File: config.mk
export PLATFORM = sky130hd
export DESIGN_NAME = word_frequency_table_top
export DESIGN_NICKNAME = d
export VERILOG_FILES = /design/src/hw/rtl/wft_pkg.sv /design/src/hw/rtl/wft_ram.sv /design/src/hw/rtl/word_frequency_table_top.sv
export SDC_FILE = /design/constraint.sdc
export NUM_CORES = 2
export LEC_CHECK = 0
export ABC_AREA = 1
export BUFFER_PORTS_ARGS = -buffer_cell sky130_fd_sc_hd__buf_4
export CORE_AREA = 2 2 734 444
export CTS_CLUSTER_SIZE = 30
export DETAILED_ROUTE_END_ITERATION = 6
export DIE_AREA = 0 0 736 446
export GPL_TIMING_DRIVEN = 0
export HOLD_SLACK_MARGIN = 0.02
export PLACE_DENSITY_LB_ADDON = 0.12
export SLEW_MARGIN = 20
export SYNTH_ARGS = -nofsm -noshare
export SYNTH_HDL_FRONTEND = slang
export SYNTH_SLANG_ARGS = --single-unit
File: constraint.sdc
create_clock -name clk -period 9.2 [get_ports clk]
set_clock_uncertainty 0.1 [all_clocks]
set_input_delay 0.92 -clock clk [delete_from_list [all_inputs] [get_ports clk]]
set_output_delay 0.92 -clock clk [all_outputs]
set_load 0.02 [all_outputs]
File: src/hw/rtl/wft_pkg.sv
// Shared types and constants for the word frequency table.
// Used by the top level, the port checker and the testbench.
`timescale 1ns / 1ps
package wft_pkg;
    localparam int MAX_LEN     = 8;
    localparam int TABLE_DEPTH = 32;
    localparam int IDX_W       = $clog2(TABLE_DEPTH);
    localparam int FILL_W      = IDX_W + 1;
    localparam int LEN_W       = 4;
    localparam int CNT_W       = 16;
    localparam int WORD_W      = 64;

    localparam logic [CNT_W-1:0] COUNT_MAX = '1;

    typedef struct packed {
        logic [WORD_W-1:0] phrase;
        logic [LEN_W-1:0]  len;
        logic [CNT_W-1:0]  cnt;
    } entry_t;

    localparam int ENTRY_W = $bits(entry_t);

    typedef enum logic [2:0] {
        ST_IDLE,
        ST_LK_RD,
        ST_LK_CMP,
        ST_INSERT,
        ST_DP_RD,
        ST_DP_CHK,
        ST_DP_OUT
    } state_t;
endpackage

File: src/hw/rtl/wft_ram.sv
// Generic single-port RAM with a registered read port.
// No dependencies.
`timescale 1ns / 1ps
module wft_ram #(
    parameter int WIDTH = 8,
    parameter int DEPTH = 16
) (
    input  logic                     clk,
    input  logic                     we,
    input  logic [$clog2(DEPTH)-1:0] addr,
    input  logic [WIDTH-1:0]         wdata,
    output logic [WIDTH-1:0]         rdata
);
    logic [WIDTH-1:0] mem_reg [DEPTH];

    always_ff @(posedge clk)
    begin
        if (we)
        begin
            mem_reg[addr] <= wdata;
        end
        rdata <= mem_reg[addr];
    end
endmodule

File: src/hw/rtl/word_frequency_table_top.sv
// Top level of the word frequency table: phrase builder, lookup sequencer and dump.
// Depends on wft_pkg and wft_ram.
`timescale 1ns / 1ps
// An ordinary character is taken directly in the idle state. A separator that
// closes a non-empty phrase walks the table through the single RAM port and
// one compare unit, reading and comparing each stored entry in turn, then
// bumps the count of the matching entry or inserts the phrase as a new one.
// End of text adds a dump that scans the table once for every length from 1
// to MAX_LEN, and each result waits until it is taken. Entries are filled in
// order, so a fill count marks the used part of the table and no clearing
// pass is needed. The input is stalled while any of this runs.
module word_frequency_table_top
    import wft_pkg::*;
(
    input  logic              clk,
    input  logic              rst_n,
    input  logic              in_valid,
    output logic              in_stall,
    input  logic [7:0]        ch,
    input  logic              end_of_text,
    output logic              out_valid,
    input  logic              out_stall,
    output logic [WORD_W-1:0] word,
    output logic [LEN_W-1:0]  word_length,
    output logic [CNT_W-1:0]  occurrences,
    output logic              entries_lost,
    output logic              last
);
    state_t             state_reg, state_next;
    logic [WORD_W-1:0]  buf_reg, buf_next;
    logic [LEN_W-1:0]   pfill_reg, pfill_next;
    logic               lead_reg, lead_next;
    logic [FILL_W-1:0]  tfill_reg, tfill_next;
    logic [IDX_W-1:0]   idx_reg, idx_next;
    logic [LEN_W-1:0]   dlen_reg, dlen_next;
    logic [LEN_W-1:0]   maxlen_reg, maxlen_next;
    logic [IDX_W-1:0]   lastidx_reg, lastidx_next;
    logic               lost_reg, lost_next;
    logic               eot_reg, eot_next;
    logic               ov_reg, ov_next;
    logic [WORD_W-1:0]  word_reg, word_next;
    logic [LEN_W-1:0]   wlen_reg, wlen_next;
    logic [CNT_W-1:0]   occ_reg, occ_next;
    logic               olost_reg, olost_next;
    logic               olast_reg, olast_next;

    logic               ram_we;
    logic [IDX_W-1:0]   ram_addr;
    entry_t             ram_wdata, ram_rdata;
    logic [ENTRY_W-1:0] ram_rbits;

    logic [7:0]         c_up;
    logic               is_blank, is_drop, is_sep;
    logic [7:0]         c_norm;
    logic               dp_adv;
    logic               do_reset;
    logic               hit;
    logic [FILL_W-1:0]  idx_inc;

    wft_ram #(
        .WIDTH(ENTRY_W),
        .DEPTH(TABLE_DEPTH)
    ) u_ram (
        .clk  (clk),
        .we   (ram_we),
        .addr (ram_addr),
        .wdata(ram_wdata),
        .rdata(ram_rbits)
    );

    assign ram_rdata = entry_t'(ram_rbits);

    always_comb
    begin
        c_up     = (ch inside {[8'h61:8'h7A]}) ? (ch - 8'h20) : ch;
        is_blank = c_up inside {8'h09, 8'h0A, 8'h20};
        is_drop  = c_up inside {8'h28, 8'h29, 8'h27, 8'h22, 8'h2D};
        is_sep   = c_up inside {8'h2C, 8'h2E, 8'h3B, 8'h3A, 8'h3F, 8'h21};
        c_norm   = is_blank ? 8'h20 : c_up;
    end

    assign hit     = (ram_rdata.len == pfill_reg) && (ram_rdata.phrase == buf_reg);
    assign idx_inc = {1'b0, idx_reg} + 1'b1;

    always_comb
    begin
        state_next   = state_reg;
        buf_next     = buf_reg;
        pfill_next   = pfill_reg;
        lead_next    = lead_reg;
        tfill_next   = tfill_reg;
        idx_next     = idx_reg;
        dlen_next    = dlen_reg;
        maxlen_next  = maxlen_reg;
        lastidx_next = lastidx_reg;
        lost_next    = lost_reg;
        eot_next     = eot_reg;
        ov_next      = ov_reg;
        word_next    = word_reg;
        wlen_next    = wlen_reg;
        occ_next     = occ_reg;
        olost_next   = olost_reg;
        olast_next   = olast_reg;
        ram_we       = 1'b0;
        ram_addr     = idx_reg;
        ram_wdata    = ram_rdata;
        dp_adv       = 1'b0;
        do_reset     = 1'b0;

        case (state_reg)
            ST_IDLE:
            begin
                if (in_valid)
                begin
                    if (end_of_text || is_sep)
                    begin
                        eot_next = end_of_text;
                        idx_next = '0;
                        if (pfill_reg != '0)
                        begin
                            state_next = (tfill_reg == '0) ? ST_INSERT : ST_LK_RD;
                        end
                        else if (end_of_text)
                        begin
                            if (tfill_reg == '0)
                            begin
                                do_reset = 1'b1;
                            end
                            else
                            begin
                                dlen_next  = LEN_W'(1);
                                state_next = ST_DP_RD;
                            end
                        end
                    end
                    else if (!is_drop && !(c_norm == 8'h20 && lead_reg))
                    begin
                        lead_next = 1'b0;
                        if (pfill_reg < LEN_W'(MAX_LEN))
                        begin
                            for (int k = 0; k < MAX_LEN; k++)
                            begin
                                if (pfill_reg == LEN_W'(k))
                                begin
                                    buf_next[WORD_W-1-8*k -: 8] = c_norm;
                                end
                            end
                            pfill_next = pfill_reg + 1'b1;
                        end
                    end
                end
            end
            ST_LK_RD:
            begin
                state_next = ST_LK_CMP;
            end
            ST_LK_CMP:
            begin
                if (hit)
                begin
                    ram_we    = 1'b1;
                    ram_wdata = ram_rdata;
                    if (ram_rdata.cnt != COUNT_MAX)
                    begin
                        ram_wdata.cnt = ram_rdata.cnt + 1'b1;
                    end
                    buf_next   = '0;
                    pfill_next = '0;
                    lead_next  = 1'b1;
                    idx_next   = '0;
                    dlen_next  = LEN_W'(1);
                    state_next = eot_reg ? ST_DP_RD : ST_IDLE;
                end
                else if (idx_inc == tfill_reg)
                begin
                    state_next = ST_INSERT;
                end
                else
                begin
                    idx_next   = idx_inc[IDX_W-1:0];
                    state_next = ST_LK_RD;
                end
            end
            ST_INSERT:
            begin
                if (tfill_reg == FILL_W'(TABLE_DEPTH))
                begin
                    lost_next = 1'b1;
                end
                else
                begin
                    ram_we           = 1'b1;
                    ram_addr         = tfill_reg[IDX_W-1:0];
                    ram_wdata.phrase = buf_reg;
                    ram_wdata.len    = pfill_reg;
                    ram_wdata.cnt    = CNT_W'(1);
                    tfill_next       = tfill_reg + 1'b1;
                    if (pfill_reg >= maxlen_reg)
                    begin
                        maxlen_next  = pfill_reg;
                        lastidx_next = tfill_reg[IDX_W-1:0];
                    end
                end
                buf_next   = '0;
                pfill_next = '0;
                lead_next  = 1'b1;
                idx_next   = '0;
                dlen_next  = LEN_W'(1);
                state_next = eot_reg ? ST_DP_RD : ST_IDLE;
            end
            ST_DP_RD:
            begin
                state_next = ST_DP_CHK;
            end
            ST_DP_CHK:
            begin
                if (ram_rdata.len == dlen_reg)
                begin
                    ov_next    = 1'b1;
                    word_next  = ram_rdata.phrase;
                    wlen_next  = ram_rdata.len;
                    occ_next   = ram_rdata.cnt;
                    olost_next = lost_reg;
                    olast_next = (dlen_reg == maxlen_reg) && (idx_reg == lastidx_reg);
                    state_next = ST_DP_OUT;
                end
                else
                begin
                    dp_adv = 1'b1;
                end
            end
            ST_DP_OUT:
            begin
                if (!out_stall)
                begin
                    ov_next = 1'b0;
                    dp_adv  = 1'b1;
                end
            end
            default:
            begin
                state_next = ST_IDLE;
            end
        endcase

        if (dp_adv)
        begin
            state_next = ST_DP_RD;
            if (idx_inc == tfill_reg)
            begin
                idx_next = '0;
                if (dlen_reg == LEN_W'(MAX_LEN))
                begin
                    do_reset = 1'b1;
                end
                else
                begin
                    dlen_next = dlen_reg + 1'b1;
                end
            end
            else
            begin
                idx_next = idx_inc[IDX_W-1:0];
            end
        end

        if (do_reset)
        begin
            state_next  = ST_IDLE;
            buf_next    = '0;
            pfill_next  = '0;
            lead_next   = 1'b1;
            tfill_next  = '0;
            idx_next    = '0;
            maxlen_next = '0;
            lost_next   = 1'b0;
            eot_next    = 1'b0;
        end
    end

    always_ff @(posedge clk or negedge rst_n)
    begin
        if (!rst_n)
        begin
            state_reg   <= ST_IDLE;
            buf_reg     <= '0;
            pfill_reg   <= '0;
            lead_reg    <= 1'b1;
            tfill_reg   <= '0;
            idx_reg     <= '0;
            dlen_reg    <= '0;
            maxlen_reg  <= '0;
            lastidx_reg <= '0;
            lost_reg    <= 1'b0;
            eot_reg     <= 1'b0;
            ov_reg      <= 1'b0;
        end
        else
        begin
            state_reg   <= state_next;
            buf_reg     <= buf_next;
            pfill_reg   <= pfill_next;
            lead_reg    <= lead_next;
            tfill_reg   <= tfill_next;
            idx_reg     <= idx_next;
            dlen_reg    <= dlen_next;
            maxlen_reg  <= maxlen_next;
            lastidx_reg <= lastidx_next;
            lost_reg    <= lost_next;
            eot_reg     <= eot_next;
            ov_reg      <= ov_next;
        end
    end

    always_ff @(posedge clk)
    begin
        word_reg  <= word_next;
        wlen_reg  <= wlen_next;
        occ_reg   <= occ_next;
        olost_reg <= olost_next;
        olast_reg <= olast_next;
    end

    assign in_stall     = (state_reg != ST_IDLE);
    assign out_valid    = ov_reg;
    assign word         = word_reg;
    assign word_length  = wlen_reg;
    assign occurrences  = occ_reg;
    assign entries_lost = olost_reg;
    assign last         = olast_reg;
endmodule

Yosys cells after proc, flatten, opt, wreduce, memory -nomap -nowiden --
Memories as Yosys holds them, arrays and structs flattened. A register that Yosys moved wholly into a read port is not among the register bits. Index checks and enable logic that the tools add are counted.
Cells by class: $add $sub $neg 6, order comparisons 4, equal/unequal tests 60, muxes and demuxes 101, bitwise gates (word level) 1, reduce and logical (&&, ||, !) cells 44
Operators with widths (count):
- two-way mux 64 bit | 6
- one-hot mux 64 bit (3 select lines) | 1
- one-hot mux 84 bit (2 select lines) | 1
- == test 8 x 6 -> 1 bit (second input constant) | 13
- two-way mux 84 bit | 1
- two-way mux 8 bit | 10
- two-way mux 4 bit | 19
- == test 64 bit | 1
- AND reduction 7 bit | 8
- two-way mux 5 bit | 9
- != test 3 bit (second input constant) | 14
- two-way mux 16 bit | 2
- two-way mux 3 bit | 10
- two-way mux 1 bit | 29
- one-hot mux 4 bit (3 select lines) | 2
- one-hot mux 3 bit (7 select lines) | 1
- two-way mux 6 bit | 3
- adder 16 x 1 -> 16 bit (second input constant) | 1
- == test 4 x 3 -> 1 bit (second input constant) | 4
- == test 8 x 4 -> 1 bit (second input constant) | 2
- != test 16 bit (second input constant) | 1
- != test 5 bit (second input constant) | 3
- one-hot mux 5 bit (3 select lines) | 1
- nonzero test 2 bit | 7
- other kinds (39) | 67
Word-level totals: bits in registers 185, bits in writable memories 2688, input port bits 13, output and inout port bits 88, word-level logic and storage cells 241, memories kept 1
Memory list:
- u_ram.mem_reg | words 32, width 84, rd ports 1, clocked after memory_dff 1, write ports 1, RTL line wft_ram.sv:14 | logic [WIDTH-1:0] mem_reg [DEPTH];

Logic depth before layout (Yosys ltp) --
depth after elaboration 15, depth in mapped cells 19, gate-level depth less buffers 17

Hierarchy --
A second synthesis with hierarchy kept.
Unflattened totals: cells, all modules 11975, area total of the unflattened synthesis 122930.4 um^2
By module, submodules not included:
- wft_ram | instances 1, cells each 10657, area an instance 112371.5 um^2, sequential area each 82399.0 um^2
- word_frequency_table_top | instances 1, cells each 1318, area an instance 10558.9 um^2, sequential area each 5061.1 um^2

Worst setup path after synthesis --
Ideal clock, no wire load.
kind register to register, start register dlen_reg[2], end register olost_reg, in the netlist entries_lost (enable), library setup time 639 ps, arrival 6654 ps, data required time 8461 ps, slack 1807 ps, cell stages (with the launch flop) 6, path buffers 1, period minus slack after synthesis 7393 ps, path through dfrtp_1 > buf_2 > xor2_1 > nor2_1 > nand2_1 > nor3_1
On the way: longest elaborated chain between the ends 2
RTL lines:
- from (decl) | RTL line word_frequency_table_top.sv:35 | logic [LEN_W-1:0] dlen_reg, dlen_next;
- from (signal assigned) | RTL line word_frequency_table_top.sv:306 | dlen_reg <= dlen_next;
- == test 4 bit | RTL line word_frequency_table_top.sv:217 | if (ram_rdata.len == dlen_reg)
- AND reduction 2 bit (no source line)
- to (signal assigned) | RTL line word_frequency_table_top.sv:320 | olost_reg <= olost_next;
- to (decl) | RTL line word_frequency_table_top.sv:44 | logic olost_reg, olost_next;
No other way between the ends. A chain may end at the register's enable or synchronous reset.

Worst setup path after layout --
start register state_reg[0], end memory u_ram.mem_reg[30][49] in the netlist's numbering (enable)
On the way: longest elaborated chain between the ends 4, elaborated cells between the ends (all ways) 6, those cells by class eq/ne: 2; mux: 4
RTL lines:
- from (decl) | RTL line word_frequency_table_top.sv:29 | state_t state_reg, state_next;
- from (signal assigned) | RTL line word_frequency_table_top.sv:300 | state_reg <= state_next;
- == test 3 x 2 -> 1 bit | RTL line word_frequency_table_top.sv:110 | case (state_reg)
- one-hot mux 1 bit (2 select lines) | RTL line word_frequency_table_top.sv:110
- two-way mux 1 bit | RTL line wft_ram.sv:18 | if (we)
- two-way mux 1 bit (not written as such) | RTL line wft_ram.sv:20 | mem_reg[addr] <= wdata;
- to (decl) | RTL line wft_ram.sv:14
Parallel ways exist; a longest one is shown, timed or not.

==> key figures <==
Outcome
  – Status: completed

Timing
  – Tmin final: 6151 ps
  – Achievable frequency: 162.6 MHz
  – Final Max Slew Viols: 0
  – Period Utilization, post-route: 0.6686
  – Max_slew headroom: 0.1415
  – Final worst slack: 3049 ps
  – Worst-Margin Slew: 1288 ps
  – Setup TNS Final: 0 ps
  – Final setup violation count: 0
  – Final hold vios: 0
  – Unrepaired setup endpoints after global routing: false

Cells and area
  – P&R area growth vs syn: 21.56%
  – Commonest non-fill, non-tap cell in the layout: edfxtp_1
  – Commonest non-fill, non-tap cells in the layout: edfxtp_1 (2774), nand2_1 (1836), a22oi_1 (1336), buf_2 (315), clkbuf_16 (301)
  – Final Net Count: 8378
  – Cell area after layout: 0.1361 mm2
  – Largest register FFs: 2688
  – Fraction of layout cells with a size suffix above 1: 0.1605
  – Fillers: 29200

CTS
  – CTS Buf Count: 294
  – CTS tree: yes
  – Post-CTS Setup Inserts: 0
  – # hold bufs at CTS: 1
  – Post-cts sizing count: 0
  – Clock Root Buffer: clkbuf_16
  – CTS Sinks: 2957
  – Clock buffer depth: 4
  – Clock slew at reported path FFs: 60 ps
  – Clk_lat worst skew: 940 ps
  – CTS H-tree depth: 5

Critical path
  – CP required: 9690 ps
  – Critical path class: reg2reg
  – CP startpoint kind: flip-flop
  – Crit path capture type: flip-flop
  – CP arrival: 6640 ps
  – CP max FO: 13

GRT
  – Combined global-route utilization of all metal layers: 0.2883
  – Largest net degree at the start of global routing: 69
  – Number of global-route vias before repair: 69510
  – Remaining Overflow, GRT: 0
  – Initial antenna violation count: 57
  – First-pass GRT wire length: 638600 um

Synthesis
  – Net count after synthesis: 7658
  – Sequential area share after synthesis: 0.7814
  – Post-Syn Area: 0.1119 mm2
  – Synth cell types: 47
  – Ys Warns: 0
  – Syn_area_per_cell: 14.67 um2
  – Post-synth EDFFs: 2774
  – Synth Flop Type: edfxtp_1
  – Post-Synthesis Cells: 7630
  – Synth top area cells: edfxtp_1 (74%), a22oi_1 (9.0%), nand2_1 (6.3%)
  – Synth top area share: 0.7442
  – Yosys top cell by area: edfxtp_1
  – Asr flop ratio synth: 0.03348
  – Yosys reg bits: 2957

Floorplan
  – Die area: 0.3283 mm2
  – Die span in x: 736 um
  – Ports: 101
  – Row count: 162
  – Initial Util: 0.3473
  – Core ar.: 0.3223 mm2
  – Die Y: 446 um

Placement
  – Placed cell areas: 0.1264 mm2
  – RePlAce Congestion: 0.9209
  – Port Buffer Count: 99
  – Place WS: 3252 ps
  – Post-detail-place hpwl: 338200 um

Power and ir drop
  – Leakage Power: 47.11 nW
  – Peak supply drop: 0.4060 mV
  – PD cells: 331.4 mW/mm2

Detailed routing
  – DRC: 0
  – Final WL: 484500 um
  – Initial DRC Count: 12790
  – DR pass1 iterations: 6
  – WL/cell: 37.53 um
  – Post-DR vias/cell: 5.847
  – ANT nets after route: 0
  – Via Count: 75480

Job
  – Max_cap viols: 0

Hold path
  – Hold Crit Class: in2reg
[layout make-up]
cell class	instances	area, um2	area share
timing repair buffer	424	8309	0.06107
multi-input combinational	4139	22870	0.1681
sequential	2957	87460	0.6428
buffer	400	2006	0.01474
clock inverter	144	1416	0.01041
tap	4264	5335	0.03921
antenna	65	162.7	0.001195
inverter	134	503.0	0.003697
clock buffer	383	8000	0.05880
[worst max-delay path, cell delays in order (launching register included)]
cell     delay [ps]
dfrtp_1         460
inv_1           820
nor2_4          120
nand2_2         190
buf_6           280
nand2_1         120
o21ai_2         200
inv_1           130
nor2_2          270
buf_2           640
buf_2           400
nand2_1         500
nor2_4          800
buf_12          270
buf_12          210
buf_12          200
[worst paths after layout]
path                       slack, ps  cells after the start                    end          from
min reg2reg                      370                      2               lead_reg      lead_reg
max                             3050                     15  u_ram.mem_reg[30][49]  state_reg[0]
min                              190                      3                eot_reg   end_of_text
max reg2reg                     3050                     15  u_ram.mem_reg[30][49]  state_reg[0]
min in group asynchronous        400                      2           tfill_reg[3]         rst_n
max in group asynchronous       7800                      3            buf_reg[25]         rst_n
[routing by layer]
metal / up-vias / GRT usage / routed length [um]
li1: 30480 / - / -
met1: 39540 / 0.4389 / 214700
met2: 4770 / 0.3959 / 197000
met3: 675 / 0.08690 / 59800
met4: 14 / 0.07636 / 12880
met5: - / 0 / 91
[power by group]
part	internal (mW)	total [mW]	leakage (nW)	switching, mW
logic	3.40	14.3	15.5	10.9
clock network	6.88	12.3	4.58	5.38
registers	17.6	18.6	27.0	0.997
total	27.9	45.1	47.1	17.2
[per-stage QoR]
stage | hold WS, ps | util | cells | power, mW
2_1_floorplan | 308.2 | - | 7630 | 24.83
3_3_place_gp | 357.6 | 0.3662 | 11990 | 31.67
3_5_place_dp | 360.6 | 0.3923 | 12320 | 32.58
4_1_cts | 141.2 | 0.4216 | 12850 | 44.72
5_1_grt | 214.6 | 0.4217 | 12850 | 46.35
6_report | 187.1 | 0.4222 | 12910 | 45.09
[cells by family after synthesis]
kind of cell | synth area share
simple gates | 0.08726
flops | 0.7814
compound gates | 0.1023
buf+inv | 0.02153
xor+xnor | 0.005869
fa+ha+maj | 0.001677
[synth_stat cells (12+ instances only)]
cell type / count
edfxtp_1: 2774
nand2_1: 1883
a22oi_1: 1336
buf_2: 309
nor2_1: 223
a21oi_1: 182
nand3_1: 139
inv_1: 123
nor3_1: 104
dfrtp_1: 98
dfxtp_1: 84
clkbuf_1: 75
o21ai_0: 68
xor2_1: 44
nand4_1: 34
xnor2_1: 31
ha_1: 15
nor2_2: 14
buf_1: 12
(Power assumes the default switching activity.)
